===== config.mk =====
export PLATFORM = sky130hd
export DESIGN_NAME = utf8_to_glyph_code_mapper_top
export DESIGN_NICKNAME = d
export VERILOG_FILES = /design/src/rtl/u8gm_pkg.sv /design/src/rtl/utf8_to_glyph_code_mapper_top.sv
export SDC_FILE = /design/constraint.sdc
export NUM_CORES = 1
export LEC_CHECK = 0
export BUFFER_PORTS_ARGS = -buffer_cell sky130_fd_sc_hd__buf_2
export CAP_MARGIN = 20
export CORE_ASPECT_RATIO = 0.8
export CORE_UTILIZATION = 37
export DETAILED_ROUTE_END_ITERATION = 7
export PLACE_DENSITY_LB_ADDON = 0.25
export SLEW_MARGIN = 30
export SYNTH_ARGS = -nofsm -noshare
export SYNTH_HDL_FRONTEND = slang
export SYNTH_SLANG_ARGS = --single-unit

===== constraint.sdc =====
create_clock -name clk -period 4 [get_ports clk]
set_input_delay 0.6 -clock clk [delete_from_list [all_inputs] [get_ports clk]]
set_output_delay 0.6 -clock clk [all_outputs]
set_load 0.03 [all_outputs]

===== src/rtl/u8gm_pkg.sv =====
`timescale 1ns / 1ps
`default_nettype none

package u8gm_pkg;

	typedef enum logic [1:0] {
		CS_STD  = 2'd0,
		CS_INTL = 2'd1,
		CS_TERM = 2'd2,
		CS_RSVD = 2'd3
	} char_set_t;

	typedef enum logic [1:0] {
		REG_CHAR_SET   = 2'd0,
		REG_ERR_GLYPH  = 2'd1,
		REG_ERR_ATTR   = 2'd2,
		REG_UNUSED     = 2'd3
	} reg_idx_t;

	localparam logic [7:0] SPACE_GLYPH  = 8'h20;
	localparam logic [7:0] INVERSE_ATTR = 8'h80;

	typedef struct packed {
		logic       hit;
		logic [7:0] code;
		logic [7:0] attr;
	} glyph_t;

	function automatic glyph_t std_lookup(input logic [20:0] cp);
		glyph_t r;
		r = '{1'b1, 8'h00, 8'h00};
		case (cp)
			21'h0000A0: r = '{1'b1, 8'h20, 8'h00};
			21'h002665: r = '{1'b1, 8'h00, 8'h00};
			21'h00251C: r = '{1'b1, 8'h01, 8'h00};
			21'h002518: r = '{1'b1, 8'h03, 8'h00};
			21'h002524: r = '{1'b1, 8'h04, 8'h00};
			21'h002510: r = '{1'b1, 8'h05, 8'h00};
			21'h002571: r = '{1'b1, 8'h06, 8'h00};
			21'h002572: r = '{1'b1, 8'h07, 8'h00};
			21'h0025E2: r = '{1'b1, 8'h08, 8'h00};
			21'h002597: r = '{1'b1, 8'h09, 8'h00};
			21'h0025E3: r = '{1'b1, 8'h0A, 8'h00};
			21'h00259D: r = '{1'b1, 8'h0B, 8'h00};
			21'h002598: r = '{1'b1, 8'h0C, 8'h00};
			21'h002582: r = '{1'b1, 8'h0E, 8'h00};
			21'h002596: r = '{1'b1, 8'h0F, 8'h00};
			21'h002663: r = '{1'b1, 8'h10, 8'h00};
			21'h00250C: r = '{1'b1, 8'h11, 8'h00};
			21'h002500: r = '{1'b1, 8'h12, 8'h00};
			21'h00253C: r = '{1'b1, 8'h13, 8'h00};
			21'h002022: r = '{1'b1, 8'h14, 8'h00};
			21'h002584: r = '{1'b1, 8'h15, 8'h00};
			21'h00258E: r = '{1'b1, 8'h16, 8'h00};
			21'h00252C: r = '{1'b1, 8'h17, 8'h00};
			21'h002534: r = '{1'b1, 8'h18, 8'h00};
			21'h00258C: r = '{1'b1, 8'h19, 8'h00};
			21'h002514: r = '{1'b1, 8'h1A, 8'h00};
			21'h00241B: r = '{1'b1, 8'h1B, 8'h00};
			21'h002191: r = '{1'b1, 8'h1C, 8'h00};
			21'h002193: r = '{1'b1, 8'h1D, 8'h00};
			21'h002190: r = '{1'b1, 8'h1E, 8'h00};
			21'h002192: r = '{1'b1, 8'h1F, 8'h00};
			21'h002666: r = '{1'b1, 8'h60, 8'h00};
			21'h002660: r = '{1'b1, 8'h7B, 8'h00};
			21'h0025C0: r = '{1'b1, 8'h7E, 8'h00};
			21'h0025B6: r = '{1'b1, 8'h7F, 8'h00};
			21'h00258A: r = '{1'b1, 8'h02, 8'h80};
			21'h0025E4: r = '{1'b1, 8'h08, 8'h80};
			21'h00259B: r = '{1'b1, 8'h09, 8'h80};
			21'h0025E5: r = '{1'b1, 8'h0A, 8'h80};
			21'h002599: r = '{1'b1, 8'h0B, 8'h80};
			21'h00259F: r = '{1'b1, 8'h0C, 8'h80};
			21'h002586: r = '{1'b1, 8'h0D, 8'h80};
			21'h00259C: r = '{1'b1, 8'h0F, 8'h80};
			21'h0025D8: r = '{1'b1, 8'h14, 8'h80};
			21'h002580: r = '{1'b1, 8'h15, 8'h80};
			21'h002590: r = '{1'b1, 8'h19, 8'h80};
			21'h002588: r = '{1'b1, 8'h20, 8'h80};
			default:    r = '{1'b0, SPACE_GLYPH, INVERSE_ATTR};
		endcase
		return r;
	endfunction

	function automatic glyph_t intl_lookup(input logic [20:0] cp);
		glyph_t r;
		r = '{1'b1, 8'h00, 8'h00};
		case (cp)
			21'h0000A0: r = '{1'b1, 8'h20, 8'h00};
			21'h0000E1: r = '{1'b1, 8'h00, 8'h00};
			21'h0000F9: r = '{1'b1, 8'h01, 8'h00};
			21'h0000D1: r = '{1'b1, 8'h02, 8'h00};
			21'h0000C9: r = '{1'b1, 8'h03, 8'h00};
			21'h0000E7: r = '{1'b1, 8'h04, 8'h00};
			21'h0000F4: r = '{1'b1, 8'h05, 8'h00};
			21'h0000F2: r = '{1'b1, 8'h06, 8'h00};
			21'h0000EC: r = '{1'b1, 8'h07, 8'h00};
			21'h0000A3: r = '{1'b1, 8'h08, 8'h00};
			21'h0000EF: r = '{1'b1, 8'h09, 8'h00};
			21'h0000FC: r = '{1'b1, 8'h0A, 8'h00};
			21'h0000E4: r = '{1'b1, 8'h0B, 8'h00};
			21'h0000D6: r = '{1'b1, 8'h0C, 8'h00};
			21'h0000FA: r = '{1'b1, 8'h0D, 8'h00};
			21'h0000F3: r = '{1'b1, 8'h0E, 8'h00};
			21'h0000F6: r = '{1'b1, 8'h0F, 8'h00};
			21'h0000DC: r = '{1'b1, 8'h10, 8'h00};
			21'h0000E2: r = '{1'b1, 8'h11, 8'h00};
			21'h0000FB: r = '{1'b1, 8'h12, 8'h00};
			21'h0000EE: r = '{1'b1, 8'h13, 8'h00};
			21'h0000E9: r = '{1'b1, 8'h14, 8'h00};
			21'h0000E8: r = '{1'b1, 8'h15, 8'h00};
			21'h0000F1: r = '{1'b1, 8'h16, 8'h00};
			21'h0000EA: r = '{1'b1, 8'h17, 8'h00};
			21'h0000E5: r = '{1'b1, 8'h18, 8'h00};
			21'h000032: r = '{1'b1, 8'h19, 8'h00};
			21'h0000C5: r = '{1'b1, 8'h1A, 8'h00};
			21'h0000A1: r = '{1'b1, 8'h60, 8'h00};
			21'h0000C4: r = '{1'b1, 8'hFB, 8'h00};
			21'h00241B: r = '{1'b1, 8'h1B, 8'h00};
			21'h002191: r = '{1'b1, 8'h1C, 8'h00};
			21'h002193: r = '{1'b1, 8'h1D, 8'h00};
			21'h002190: r = '{1'b1, 8'h1E, 8'h00};
			21'h002192: r = '{1'b1, 8'h1F, 8'h00};
			21'h0025C0: r = '{1'b1, 8'h7E, 8'h00};
			21'h0025B6: r = '{1'b1, 8'h7F, 8'h00};
			default:    r = '{1'b0, SPACE_GLYPH, INVERSE_ATTR};
		endcase
		return r;
	endfunction

	function automatic glyph_t term_lookup(input logic [20:0] cp);
		glyph_t r;
		r = '{1'b1, 8'h00, 8'h00};
		case (cp)
			21'h000132: r = '{1'b1, 8'h00, 8'h00};
			21'h0021E7: r = '{1'b1, 8'h01, 8'h00};
			21'h0000F8: r = '{1'b1, 8'h02, 8'h00};
			21'h0000A3: r = '{1'b1, 8'h03, 8'h00};
			21'h0029BB: r = '{1'b1, 8'h04, 8'h00};
			21'h0000A8: r = '{1'b1, 8'h05, 8'h00};
			21'h0000B0: r = '{1'b1, 8'h06, 8'h00};
			21'h0000A7: r = '{1'b1, 8'h07, 8'h00};
			21'h0000C7: r = '{1'b1, 8'h08, 8'h00};
			21'h0000D1: r = '{1'b1, 8'h09, 8'h00};
			21'h0000C6: r = '{1'b1, 8'h0A, 8'h00};
			21'h0000C4: r = '{1'b1, 8'h0B, 8'h00};
			21'h0000D6: r = '{1'b1, 8'h0C, 8'h00};
			21'h0000C5: r = '{1'b1, 8'h0D, 8'h00};
			21'h0000DC: r = '{1'b1, 8'h0E, 8'h00};
			21'h000152: r = '{1'b1, 8'h0F, 8'h00};
			21'h000133: r = '{1'b1, 8'h10, 8'h00};
			21'h0000DF: r = '{1'b1, 8'h11, 8'h00};
			21'h0000E0: r = '{1'b1, 8'h12, 8'h00};
			21'h0000E8: r = '{1'b1, 8'h13, 8'h00};
			21'h0000EC: r = '{1'b1, 8'h14, 8'h00};
			21'h0000EF: r = '{1'b1, 8'h15, 8'h00};
			21'h0000F9: r = '{1'b1, 8'h16, 8'h00};
			21'h0000E9: r = '{1'b1, 8'h17, 8'h00};
			21'h0000E7: r = '{1'b1, 8'h18, 8'h00};
			21'h0000F1: r = '{1'b1, 8'h19, 8'h00};
			21'h0000E6: r = '{1'b1, 8'h1A, 8'h00};
			21'h0000E4: r = '{1'b1, 8'h1B, 8'h00};
			21'h0000F6: r = '{1'b1, 8'h1C, 8'h00};
			21'h0000E5: r = '{1'b1, 8'h1D, 8'h00};
			21'h0000FC: r = '{1'b1, 8'h1E, 8'h00};
			21'h000153: r = '{1'b1, 8'h1F, 8'h00};
			default:    r = '{1'b0, SPACE_GLYPH, INVERSE_ATTR};
		endcase
		return r;
	endfunction

	function automatic glyph_t map_short(input char_set_t cs, input logic [20:0] cp);
		glyph_t r;
		case (cs)
			CS_TERM: r = term_lookup(cp);
			CS_INTL: r = intl_lookup(cp);
			default: r = std_lookup(cp);
		endcase
		return r;
	endfunction

	function automatic glyph_t map_long(input char_set_t cs, input logic [20:0] cp,
			input logic [7:0] err_code, input logic [7:0] err_attr);
		glyph_t r;
		r = '{1'b0, err_code, err_attr};
		case (cs)
			CS_INTL: begin
				if (cp == 21'h01F8B0) r = '{1'b1, 8'h7D, 8'h00};
			end
			CS_TERM: r = '{1'b0, err_code, err_attr};
			default: begin
				case (cp)
					21'h01FB87: r = '{1'b1, 8'h02, 8'h00};
					21'h01FB82: r = '{1'b1, 8'h0D, 8'h00};
					21'h01F8B0: r = '{1'b1, 8'h7D, 8'h00};
					default:    r = '{1'b0, err_code, err_attr};
				endcase
			end
		endcase
		return r;
	endfunction

endpackage

`default_nettype wire


===== src/rtl/utf8_to_glyph_code_mapper_top.sv =====
// channel  | handshake          | payload
// in       | in_valid/in_ready  | byte_in
// out      | out_valid/out_ready| kind, glyph_code, glyph_attribute
// cfg      | apb psel/penable   | paddr[3:0], pwdata, prdata
//
// one byte per cycle sustained while the output is not stalled
// the input register feeds the decoder, whose state and result register update together
// a stalled result register holds the input stage, even for bytes that give no result
// arst_n clears the decoder to idle, the registers to their defaults, both stages empty
`timescale 1ns / 1ps
`default_nettype none

module utf8_to_glyph_code_mapper_top (
	input  wire logic        clk,
	input  wire logic        arst_n,
	input  wire logic        in_valid,
	output logic             in_ready,
	input  wire logic [7:0]  byte_in,
	output logic             out_valid,
	input  wire logic        out_ready,
	output logic             kind,
	output logic [7:0]       glyph_code,
	output logic [7:0]       glyph_attribute,
	input  wire logic        psel,
	input  wire logic        penable,
	input  wire logic        pwrite,
	input  wire logic [3:0]  paddr,
	input  wire logic [31:0] pwdata,
	output logic [31:0]      prdata,
	output logic             pready
);
	import u8gm_pkg::*;

	char_set_t   char_set_q;
	logic [7:0]  err_glyph_q;
	logic [7:0]  err_attr_q;

	logic        valid_s1;
	logic [7:0]  byte_s1;
	logic        adv;

	logic [1:0]  seq_len_q;
	logic [1:0]  idx_q;
	logic [20:0] acc_q;

	logic        out_valid_s2;
	logic        kind_s2;
	logic [7:0]  code_s2;
	logic [7:0]  attr_s2;

	logic [1:0]  seq_len_d;
	logic [1:0]  idx_d;
	logic [20:0] acc_d;
	logic        emit;
	logic        kind_d;
	logic [7:0]  code_d;
	logic [7:0]  attr_d;
	logic [1:0]  idx_inc;
	logic [20:0] acc_n;
	logic [20:0] part;
	glyph_t      g;
	reg_idx_t    widx;

	assign widx = reg_idx_t'(paddr[3:2]);
	assign pready = 1'b1;

	always_ff @(posedge clk or negedge arst_n) begin
		if (!arst_n) begin
			char_set_q  <= CS_STD;
			err_glyph_q <= 8'h00;
			err_attr_q  <= INVERSE_ATTR;
		end else if (psel && penable && pwrite) begin
			case (widx)
				REG_CHAR_SET:  char_set_q  <= char_set_t'(pwdata[1:0]);
				REG_ERR_GLYPH: err_glyph_q <= pwdata[7:0];
				REG_ERR_ATTR:  err_attr_q  <= pwdata[7:0];
				default: ;
			endcase
		end
	end

	always_comb begin
		case (widx)
			REG_CHAR_SET:  prdata = {30'b0, char_set_q};
			REG_ERR_GLYPH: prdata = {24'b0, err_glyph_q};
			REG_ERR_ATTR:  prdata = {24'b0, err_attr_q};
			default:       prdata = 32'b0;
		endcase
	end

	assign adv      = valid_s1 && (!out_valid_s2 || out_ready);
	assign in_ready = !valid_s1 || adv;

	always_comb begin
		idx_inc = idx_q + 2'd1;
		case (2'(seq_len_q - idx_inc))
			2'd0:    part = {15'b0, byte_s1[5:0]};
			2'd1:    part = {9'b0, byte_s1[5:0], 6'b0};
			2'd2:    part = {3'b0, byte_s1[5:0], 12'b0};
			default: part = {byte_s1[2:0], 18'b0};
		endcase
		acc_n = acc_q | part;
		if (seq_len_q == 2'd3) g = map_long(char_set_q, acc_n, err_glyph_q, err_attr_q);
		else g = map_short(char_set_q, acc_n);

		seq_len_d = seq_len_q;
		idx_d     = idx_q;
		acc_d     = acc_q;
		emit      = 1'b0;
		kind_d    = 1'b0;
		code_d    = byte_s1;
		attr_d    = 8'h00;
		if (seq_len_q == 2'd0) begin
			idx_d = 2'd0;
			if (!byte_s1[7]) begin
				emit = 1'b1;
			end else if (byte_s1[7:5] == 3'b110) begin
				seq_len_d = 2'd1;
				acc_d     = {10'b0, byte_s1[4:0], 6'b0};
			end else if (byte_s1[7:4] == 4'b1110) begin
				seq_len_d = 2'd2;
				acc_d     = {5'b0, byte_s1[3:0], 12'b0};
			end else if (byte_s1[7:3] == 5'b11110) begin
				seq_len_d = 2'd3;
				acc_d     = {byte_s1[2:0], 18'b0};
			end
		end else if (byte_s1[7:6] != 2'b10) begin
			seq_len_d = 2'd0;
			idx_d     = 2'd0;
		end else begin
			acc_d = acc_n;
			idx_d = idx_inc;
			if (idx_inc >= seq_len_q) begin
				seq_len_d = 2'd0;
				idx_d     = 2'd0;
				emit      = 1'b1;
				kind_d    = 1'b1;
				code_d    = g.code;
				attr_d    = g.attr;
			end
		end
	end

	always_ff @(posedge clk or negedge arst_n) begin
		if (!arst_n) begin
			valid_s1     <= 1'b0;
			seq_len_q    <= 2'd0;
			idx_q        <= 2'd0;
			acc_q        <= 21'd0;
			out_valid_s2 <= 1'b0;
		end else begin
			if (in_ready) valid_s1 <= in_valid;
			if (adv) begin
				seq_len_q    <= seq_len_d;
				idx_q        <= idx_d;
				acc_q        <= acc_d;
				out_valid_s2 <= emit;
			end else if (out_ready) begin
				out_valid_s2 <= 1'b0;
			end
		end
	end

	always_ff @(posedge clk) begin
		if (in_valid && in_ready) byte_s1 <= byte_in;
		if (adv && emit) begin
			kind_s2 <= kind_d;
			code_s2 <= code_d;
			attr_s2 <= attr_d;
		end
	end

	assign out_valid       = out_valid_s2;
	assign kind            = kind_s2;
	assign glyph_code      = code_s2;
	assign glyph_attribute = attr_s2;

`ifndef SYNTHESIS
	a_idle_idx: assert property (@(posedge clk) disable iff (!arst_n)
		seq_len_q == 2'd0 |-> idx_q == 2'd0)
		else $error("continuation count set while idle");
	a_idx_range: assert property (@(posedge clk) disable iff (!arst_n)
		seq_len_q != 2'd0 |-> idx_q < seq_len_q)
		else $error("continuation count beyond sequence length");
	a_plain: assert property (@(posedge clk) disable iff (!arst_n)
		out_valid && !kind |-> glyph_attribute == 8'h00 && !glyph_code[7])
		else $error("plain result with high byte or attribute");
	a_hold_s1: assert property (@(posedge clk) disable iff (!arst_n)
		valid_s1 && !adv |=> valid_s1 && $stable(byte_s1))
		else $error("input stage lost a stalled byte");
`endif

endmodule

`default_nettype wire

Word-level counts from Yosys, hierarchy flattened. Index checks and enable logic that the tools add are counted.

Bitwise operators: 2. $add $sub $neg: 2. Magnitude comparators: 1. Equal/unequal tests: 108. Mux-type cells: 35. Reduce and logical (&&, ||, !) cells: 20.

Operators by type and width (count): 21-bit by 14-bit equality test with 1-bit output (second input constant) (48); 21-bit by 8-bit equality test with 1-bit output (second input constant) (38); 15-bit case mux with 47 select lines (1); 16-bit case mux with 37 select lines (1); 14-bit case mux with 32 select lines (1); 21-bit two-way mux (6); 21-bit by 9-bit equality test with 1-bit output (second input constant) (4); 16-bit case mux with 2 select lines (2); 21-bit by 17-bit equality test with 1-bit output (second input constant) (3); 21-bit case mux with 3 select lines (1); 16-bit case mux with 3 select lines (1); 16-bit two-way mux (2); 8-bit two-way mux (3); 8-bit case mux with 3 select lines (1); 21-bit by 6-bit equality test with 1-bit output (second input constant) (1); 21-bit bitwise OR (1); 2-bit two-way mux (10); 2-bit equality test (second input constant) (4); 4-bit AND reduction (2); 2-bit by 1-bit equality test with 1-bit output (second input constant) (3); 2-bit zero test (3); 1-bit two-way mux (6); 2-bit inequality test (second input constant) (3); 2-bit AND reduction (3); 14 further kinds (20).

Bits in registers: 70. Word-level logic and storage cells: 180. Output and inout bits: 52.

Depth between registers and ports, before layout. Gate-level depths: netlist of the first run.

Depth after elaboration: 12. Depth in mapped cells: 15. Mapped depth without buffers: 11.

Worst setup path before layout of the first run. No wires, ideal clock.

Kind: reg-to-reg. From: register idx_q[0]. To: register attr_s2[0], in the netlist glyph_attribute[0], data pin. Required time: 3.745 ns. Path buffers: 2. Clock period less this slack: 3.590 ns. Arrival time: 3.336 ns. Stages on the path, launching flop included: 13. Path slack: 0.410 ns. Cell sequence: dfrtp_1 > inv_1 > ha_1 > fa_1 > buf_2 > buf_6 > nand3b_4 > a221o_1 > or4b_4 > or2_1 > a211o_1 > and4_4 > and2_1.

Longest elaborated chain between the ends: 9.

Ends and longest elaborated chain: start, declared (line utf8_to_glyph_code_mapper_top.sv:43) `logic [1:0] idx_q;`; start signal, assigned (line utf8_to_glyph_code_mapper_top.sv:155) `idx_q <= idx_d;`; 2-bit by 1-bit adder with 2-bit output * (line utf8_to_glyph_code_mapper_top.sv:95) `idx_inc = idx_q + 2'd1;`; 2-bit subtractor (line utf8_to_glyph_code_mapper_top.sv:96) `case (2'(seq_len_q - idx_inc))`; 2-bit equality test (tied with other cells) (line utf8_to_glyph_code_mapper_top.sv:96); 21-bit case mux with 3 select lines (line utf8_to_glyph_code_mapper_top.sv:96); 21-bit bitwise OR (line utf8_to_glyph_code_mapper_top.sv:102) `acc_n = acc_q | part;`; 21-bit by 17-bit equality test with 1-bit output, on equally long branches (line u8gm_pkg.sv:188, u8gm_pkg.sv:192); 16-bit case mux with 3 select lines / 16-bit two-way mux (equally long branches) (line u8gm_pkg.sv:192, u8gm_pkg.sv:188); 16-bit case mux with 2 select lines (line u8gm_pkg.sv:186) `case (cs)`; 16-bit two-way mux (line utf8_to_glyph_code_mapper_top.sv:103) `if (seq_len_q == 2'd3) g = map_long(char_set_q, acc_n, err_glyph_q, err_attr_q);`; end signal, assigned (line utf8_to_glyph_code_mapper_top.sv:169) `attr_s2 <= attr_d;`; end, declared (line utf8_to_glyph_code_mapper_top.sv:49) `logic [7:0] attr_s2;`.

Mark *: on every way between the ends. The rest lies on a longest branch, timed or not. A chain may end at the register's enable or synchronous reset.

Worst setup path after layout of the first run.
From: register idx_q[0]. To: register code_s2[0], in the netlist glyph_code[0], data pin.

Longest elaborated chain between the ends: 12.

Ends and longest elaborated chain: 2-bit by 1-bit adder with 2-bit output * (line utf8_to_glyph_code_mapper_top.sv:95); 2-bit subtractor (line utf8_to_glyph_code_mapper_top.sv:96); 2-bit equality test (tied with other cells) (line utf8_to_glyph_code_mapper_top.sv:96); 21-bit case mux with 3 select lines (line utf8_to_glyph_code_mapper_top.sv:96); 21-bit bitwise OR (line utf8_to_glyph_code_mapper_top.sv:102); 21-bit by 14-bit equality test with 1-bit output (tied with other cells) (line u8gm_pkg.sv:32) `case (cp)`; 15-bit case mux with 47 select lines (tied with other cells) (line u8gm_pkg.sv:32); 16-bit case mux with 2 select lines, on equally long branches (line u8gm_pkg.sv:174, u8gm_pkg.sv:186); 16-bit two-way mux (line utf8_to_glyph_code_mapper_top.sv:103); 8-bit two-way mux * (line utf8_to_glyph_code_mapper_top.sv:133) `if (idx_inc >= seq_len_q) begin`; 8-bit two-way mux * (line utf8_to_glyph_code_mapper_top.sv:127) `end else if (byte_s1[7:6] != 2'b10) begin`; 8-bit two-way mux * (line utf8_to_glyph_code_mapper_top.sv:113) `if (seq_len_q == 2'd0) begin`; net code_d[0] (line utf8_to_glyph_code_mapper_top.sv:56) `logic [7:0] code_d;`; end signal, assigned (line utf8_to_glyph_code_mapper_top.sv:168) `code_s2 <= code_d;`; end, declared (line utf8_to_glyph_code_mapper_top.sv:48) `logic [7:0] code_s2;`.

Mark *: on every way through the listed nets, which the timed path passes. The rest lies on a longest branch.

==> impl_metrics.json, run 1 <==
{
  "status": "finished clean",
  "rows": 41,
  "worst_slew_pin_slew_ns": 0.730,
  "grtUsageTotal_pct": 31.6,
  "drc": 0,
  "clock_latency_ns": 0.35,
  "avgSynthCellArea_um2": 8.39,
  "viasPerCell": 6.47,
  "diodes": 0,
  "grt_antenna_before_repair": 1,
  "slew-limit-headroom_pct": 51.1,
  "r2r_slack_ns": 0.04,
  "hold_viol": 0,
  "gr-total-overflow": 0,
  "clockPowerShare_pct": 24.4,
  "syn-cell-area_um2": 6150,
  "finish.utilization_pct": 48.1,
  "synth-main-ff-cell": "dfrtp_1",
  "drive_gt1_share_pct": 29.8,
  "slew_viol_final": 0,
  "cts_made_buffers": 9,
  "post_drt_wl_per_cell_um": 24.7,
  "dr_total_vias": 7082,
  "cap_viol_max_count": 0,
  "cp-end-kind": "flip-flop",
  "startpoint_type": "flip-flop",
  "floorplan.initialDensity_pct": 38.4,
  "synth_common_cells": "68 x nor2_1, 57 x nand2_1, 46 x o21ai_0",
  "slowest_stage": "or4b_1",
  "cts_root_buf": "clkbuf_16",
  "r2r-end": "glyph_code[0]",
  "r2r_start": "idx_q[0]",
  "critical_path_peak_fanout": 21,
  "leakagePower_nw": 3.04,
  "internal_power_mw": 1.86,
  "r2r_cells": 13,
  "cts_tree": "built",
  "coreArea_um2": 16000,
  "num-nets-final": 930,
  "die_x_um": 146,
  "setup_tns_ns": 0,
  "finalWirelength_mm": 27.0,
  "worstPathArrival_ns": 4.04,
  "htree_levels": 3,
  "p_comb_share_pct": 46.4,
  "area_growth_pct": 25.3,
  "vdd_drop_max_mv": 0.249,
  "synth-seq-cells": 70,
  "switchingPower_mw": 1.49,
  "cpPeakStageDelay_ns": 0.52,
  "async_flop_share_pct": 64.3,
  "timing.final.ws_setup_ns": 0.0411,
  "fmax_mhz": 253,
  "dp_hpwl_mm": 21.6,
  "yosysWarnings": 0,
  "synth-seq-area-share_pct": 30.5,
  "dieArea_um2": 17100,
  "path_clk_slew_ns": 0.07,
  "hold_path_class": "input pin to async pin",
  "finalPower_mw": 3.35,
  "drt-pass1-iter-count": 5,
  "first_iter_violations": 752,
  "synth.area.top_cells": "dfrtp_1 18%, edfxtp_1 12%, nor2_1 4.2%",
  "p_sw_share_pct": 44.4,
  "grt_pass1_vias": 6612,
  "synth_top_area_cell": "dfrtp_1",
  "seqPwrFrac_pct": 29.2,
  "power.density_nw_per_um2": 435,
  "grt_pass1_wl_mm": 40.8,
  "crit_chain": "inv_1 > ha_2 > fa_1 > buf_12 > buf_12 > a31o_2 > nand4_1 > o21ai_0 > a32oi_2 > a41o_1 > or4b_1 > o221ai_1 > a21oi_1",
  "yosysMostFrequentCell": "nor2_1",
  "ios": 103,
  "gp_congestion": 0.994,
  "finalCritPeriodShare_pct": 99.0,
  "cts.sinks": 70,
  "dpl_worst_slack_ns": -0.0866,
  "setup_viol": 0,
  "postSynthCellCount": 733,
  "yosysUniqueCellTypes": 84,
  "worst_hold_slack_ns": 0.250,
  "netlist.area_leader.share_pct": 17.9,
  "io_buffer_count": 51,
  "crit_required_ns": 4.08,
  "fp.dieH_um": 117,
  "crit_top_cell": "buf_12",
  "ant_nets": 0,
  "grt_max_degree": 46,
  "critPathKind": "flip-flop to flip-flop",
  "fin_skew_ns": 0.0121,
  "synth_edf_count": 25,
  "min_period_ns": 3.96,
  "clockBufferDepth": 2,
  "crit_buf_inv": 3,
  "cpLargestDelayFamily": "compound AO/OA/AOI/OAI gates"
}
==> per-layer routing <==
| layer | part of all wire [%] | up-vias | global-route usage (%) |
|---|---|---|---|
| met5 | 0.044 | - | 0 |
| met4 | 3.0 | 2 | 11.7 |
| met3 | 10 | 53 | 7.94 |
| met2 | 41 | 427 | 43.6 |
| met1 | 46 | 3451 | 46.8 |
| li1 | - | 3149 | - |
==> power groups by stage <==
| stage | combinational (mW) | clock [mW] | sequential, mW |
|---|---|---|---|
| 5_1_grt | 1.64 | 0.851 | 0.996 |
| 2_1_floorplan | 0.910 | 0 | 0.991 |
| 3_3_place_gp | 1.47 | 0 | 0.982 |
| 4_1_cts | 1.48 | 0.827 | 0.976 |
| 6_report | 1.55 | 0.818 | 0.979 |
| 3_5_place_dp | 1.47 | 0 | 0.989 |
==> worst max-delay path by stage <==
stage	start	end	slack (ns)	cells after the start
floorplan	idx_q[0]	glyph_attribute[0]	0.41	12
finish	idx_q[0]	glyph_code[0]	0.04	13
CTS	idx_q[0]	glyph_code[0]	0.004	13
detailed placement	idx_q[0]	glyph_code[2]	-0.09	13
global placement	idx_q[0]	glyph_code[2]	-0.09	13
global route	idx_q[0]	glyph_code[2]	-0.04	16
==> flip-flops by register name, summed over array words and instances, names as in the netlist <==
name,cells
acc_q,21
byte_s1,8
char_set_q,2
err_attr_q,8
err_glyph_q,8
glyph_attribute,8
glyph_code,8
idx_q,2
kind,1
out_valid,1
seq_len_q,2
valid_s1,1
==> cell usage in the layout, fill, tap and decap left out, types with 5 or more instances in the layout <==
cell type	Yosys	final
or2_2	8	8
buf_4	27	119
a41o_1	5	5
a21o_1	9	9
a31o_2	8	8
dfrtp_1	44	43
a22o_1	16	16
nor2b_1	5	5
o211ai_1	13	13
a21oi_1	35	35
nand2_1	57	55
nor4_1	21	19
a221oi_1	5	5
a211o_1	5	5
o2111ai_1	11	10
nand3b_1	8	8
clkbuf_16	0	9
a32oi_1	6	5
o21ai_0	46	45
a22oi_1	10	9
or3_1	5	5
buf_2	15	50
nand4_1	22	22
conb_1	2	25
inv_1	14	14
and2_1	13	13
a211oi_1	7	7
nor3_1	17	17
a31oi_1	25	25
o22ai_1	18	18
edfxtp_1	25	25
nor2_1	68	65
o211a_1	5	5
nand3_1	25	25
mux2_2	19	19
==> final cells by class <==
| class | count | area [µm²] |
|---|---|---|
| Sequential cell | 70 | 1880 |
| Clock buffer | 9 | 225 |
| Tap cell | 215 | 269 |
| Timing Repair Buffer | 172 | 1200 |
| Inverter | 14 | 52.6 |
| Fill cell | 1599 | 8300 |
| Clock inverter | 7 | 71.3 |
| Multi-Input combinational cell | 607 | 4000 |
==> stage by stage <==
stage / instance area, µm² / std cells
floorplan: 6240 / 756
global placement: 7270 / 1073
detailed placement: 7290 / 1073
CTS: 7600 / 1089
global route: 7700 / 1094
finish: 7700 / 1094
==> logic make-up after synthesis <==
family / share of synthesized area (%)
buffers and inverters: 7.26
AO/OA/AOI/OAI: 32.2
other: 0.122
multiplexers: 3.97
flip-flops: 30.5
AND/OR/NAND/NOR: 24.6
adder cells (fa/ha/maj): 1.14
XOR/XNOR: 0.142
==> repair_timing <==
item / in CTS / in global routing
setup buffers: 0 / 5
hold endpoints to repair: 0 / 0
pin swaps: 0 / 7
setup endpoints to repair: 4 / 16
hold buffers: 0 / 0
gates resized for setup: 4 / 19
Power figures use the tool's default switching activity.
==> run 2: changes to the inputs <==
--- a/config.mk
+++ b/config.mk
@@ -9,9 +9,11 @@
 export CAP_MARGIN = 20
 export CORE_ASPECT_RATIO = 0.8
 export CORE_UTILIZATION = 37
+export CTS_BUF_LIST = sky130_fd_sc_hd__clkbuf_16
 export DETAILED_ROUTE_END_ITERATION = 7
 export PLACE_DENSITY_LB_ADDON = 0.25
 export SLEW_MARGIN = 30
 export SYNTH_ARGS = -nofsm -noshare
 export SYNTH_HDL_FRONTEND = slang
 export SYNTH_SLANG_ARGS = --single-unit
+export TNS_END_PERCENT = 30
==> run 2 against run 1 <==
Die area unchanged. Clock skew decreased by 0.0012 ns. Register-to-register slack better by 0.02 ns. Non-clock buffer count is the same. Setup slack better by 0.016 ns. Power is 0.13% higher. Critical path depth increased by 1. Utilization unchanged. Clock power grew 0.5%. Highest routed layer unchanged.
==> impl_metrics.json, run 2 (same netlist as run 1, synthesis figures left out) <==
{
  "die_x_um": 146,
  "critPathKind": "flip-flop to flip-flop",
  "cp-end-kind": "flip-flop",
  "fp.dieH_um": 117,
  "worst_slew_pin_slew_ns": 0.748,
  "final_cells": 1094,
  "dr_total_vias": 7047,
  "multi_input_area_um2": 4000,
  "cpLargestDelayFamily": "compound AO/OA/AOI/OAI gates",
  "drt-pass1-iter-count": 6,
  "final_common_cell": "buf_4",
  "slew_viol_final": 0,
  "grt_max_degree": 46,
  "slowest_stage": "or4b_1",
  "fin_skew_ns": 0.0109,
  "worstPathArrival_ns": 4.03,
  "status": "finished clean",
  "finalWirelength_mm": 27.0,
  "hold_viol": 0,
  "min_period_ns": 3.94,
  "setup_viol": 0,
  "grt_pass1_wl_mm": 40.8,
  "vdd_drop_max_mv": 0.249,
  "dieArea_um2": 17100,
  "drc": 0,
  "slew-limit-headroom_pct": 49.9,
  "critical_path_peak_fanout": 21,
  "drive_gt1_share_pct": 29.8,
  "grt_pass1_vias": 6612,
  "top_register": "acc_q",
  "fill_cells": 1598,
  "clockBufferDepth": 2,
  "leakagePower_nw": 3.04,
  "path_clk_slew_ns": 0.07,
  "gp_congestion": 0.994,
  "num-nets-final": 930,
  "crit_buf_inv": 4,
  "fmax_mhz": 254,
  "startpoint_type": "flip-flop",
  "cts_tree": "built",
  "clock_latency_ns": 0.36,
  "grt_antenna_before_repair": 1,
  "r2r_start": "idx_q[0]",
  "area_growth_pct": 25.3,
  "seq_area_um2": 1880,
  "power.density_nw_per_um2": 435,
  "cts_made_buffers": 9,
  "crit_required_ns": 4.09,
  "floorplan.initialDensity_pct": 38.4,
  "gr-total-overflow": 0,
  "first_iter_violations": 723,
  "dp_hpwl_mm": 21.6,
  "io_buffer_count": 51,
  "diodes": 0,
  "viasPerCell": 6.44,
  "cpPeakStageDelay_ns": 0.60,
  "ctsHoldBuffers": 0,
  "rows": 41,
  "post_drt_wl_per_cell_um": 24.6,
  "hold_path_class": "input pin to async pin",
  "largest_register_ffs": 21,
  "crit_chain": "inv_1 > ha_2 > fa_1 > buf_12 > buf_12 > nand2b_4 > o21ai_2 > buf_4 > nor3_1 > o2111ai_1 > o2111ai_1 > or4b_1 > o221ai_1 > a21oi_1",
  "coreArea_um2": 16000,
  "dp_cells": 1073,
  "r2r_slack_ns": 0.06,
  "layout_common_cells": "119 x buf_4, 65 x nor2_1, 55 x nand2_1",
  "finalCritPeriodShare_pct": 98.6,
  "cts.sinks": 70,
  "ios": 103,
  "htree_levels": 3,
  "startpoint": "idx_q[0]",
  "cts_root_buf": "clkbuf_16",
  "grtUsageTotal_pct": 31.6,
  "ant_nets": 0,
  "finalPower_mw": 3.35,
  "cap_viol_max_count": 0
}
run 2: worst paths after layout:
kind                            endpoint  depth (start not counted)
setup reg to reg           glyph_code[0]                         14
hold / removal                  idx_q[1]                          1
max in group asynchronous       idx_q[0]                          1
setup / recovery           glyph_code[0]                         14
hold reg to reg                acc_q[17]                          2
min in group clk              byte_s1[7]                          1
run 2: power by group:
group          leakage, nW  total, mW  switching, mW  internal [mW]
combinational         2.07       1.55           1.00          0.550
sequential           0.821      0.979          0.109          0.870
clock                0.148      0.822          0.379          0.443
total                 3.04       3.35           1.49           1.86
run 2: layout make-up:
type                            instances  area share (%)
Clock inverter                          7           0.926
Tap cell                              215            3.49
Clock buffer                            9            2.92
Sequential cell                        70            24.4
Inverter                               14           0.682
Timing Repair Buffer                  172            15.6
Multi-Input combinational cell        607            52.0
run 2: per-stage QoR:
stage | utilization [%] | setup TNS, ns | area, µm² | hold slack, ns | setup WS [ns]
after floorplan | - | 0 | 6240 | 0.304 | 0.410
after global placement | 45.5 | -0.114 | 7270 | 0.485 | -0.0949
after detailed placement | 45.5 | -0.112 | 7290 | 0.493 | -0.0866
after CTS | 47.5 | 0 | 7600 | 0.269 | 0.00375
after global routing | 48.1 | -0.0412 | 7700 | 0.312 | -0.0385
final | 48.1 | 0 | 7700 | 0.252 | 0.0570
run 2: timing repair:
action                     CTS  global route
resized for setup            5            18
buffers inserted             0             5
setup endpoints to repair    4            16
pin swaps                    0             6
hold endpoints to repair     0             0
run 2: per-layer routing:
layer  share of wire [%]  routed length, µm  global-route usage (%)
met1                  46              12300                    46.8
met2                  41              11100                    43.6
met3                  10               2800                    7.94
met4                 2.9                795                    11.7
met5               0.045                 12                       0
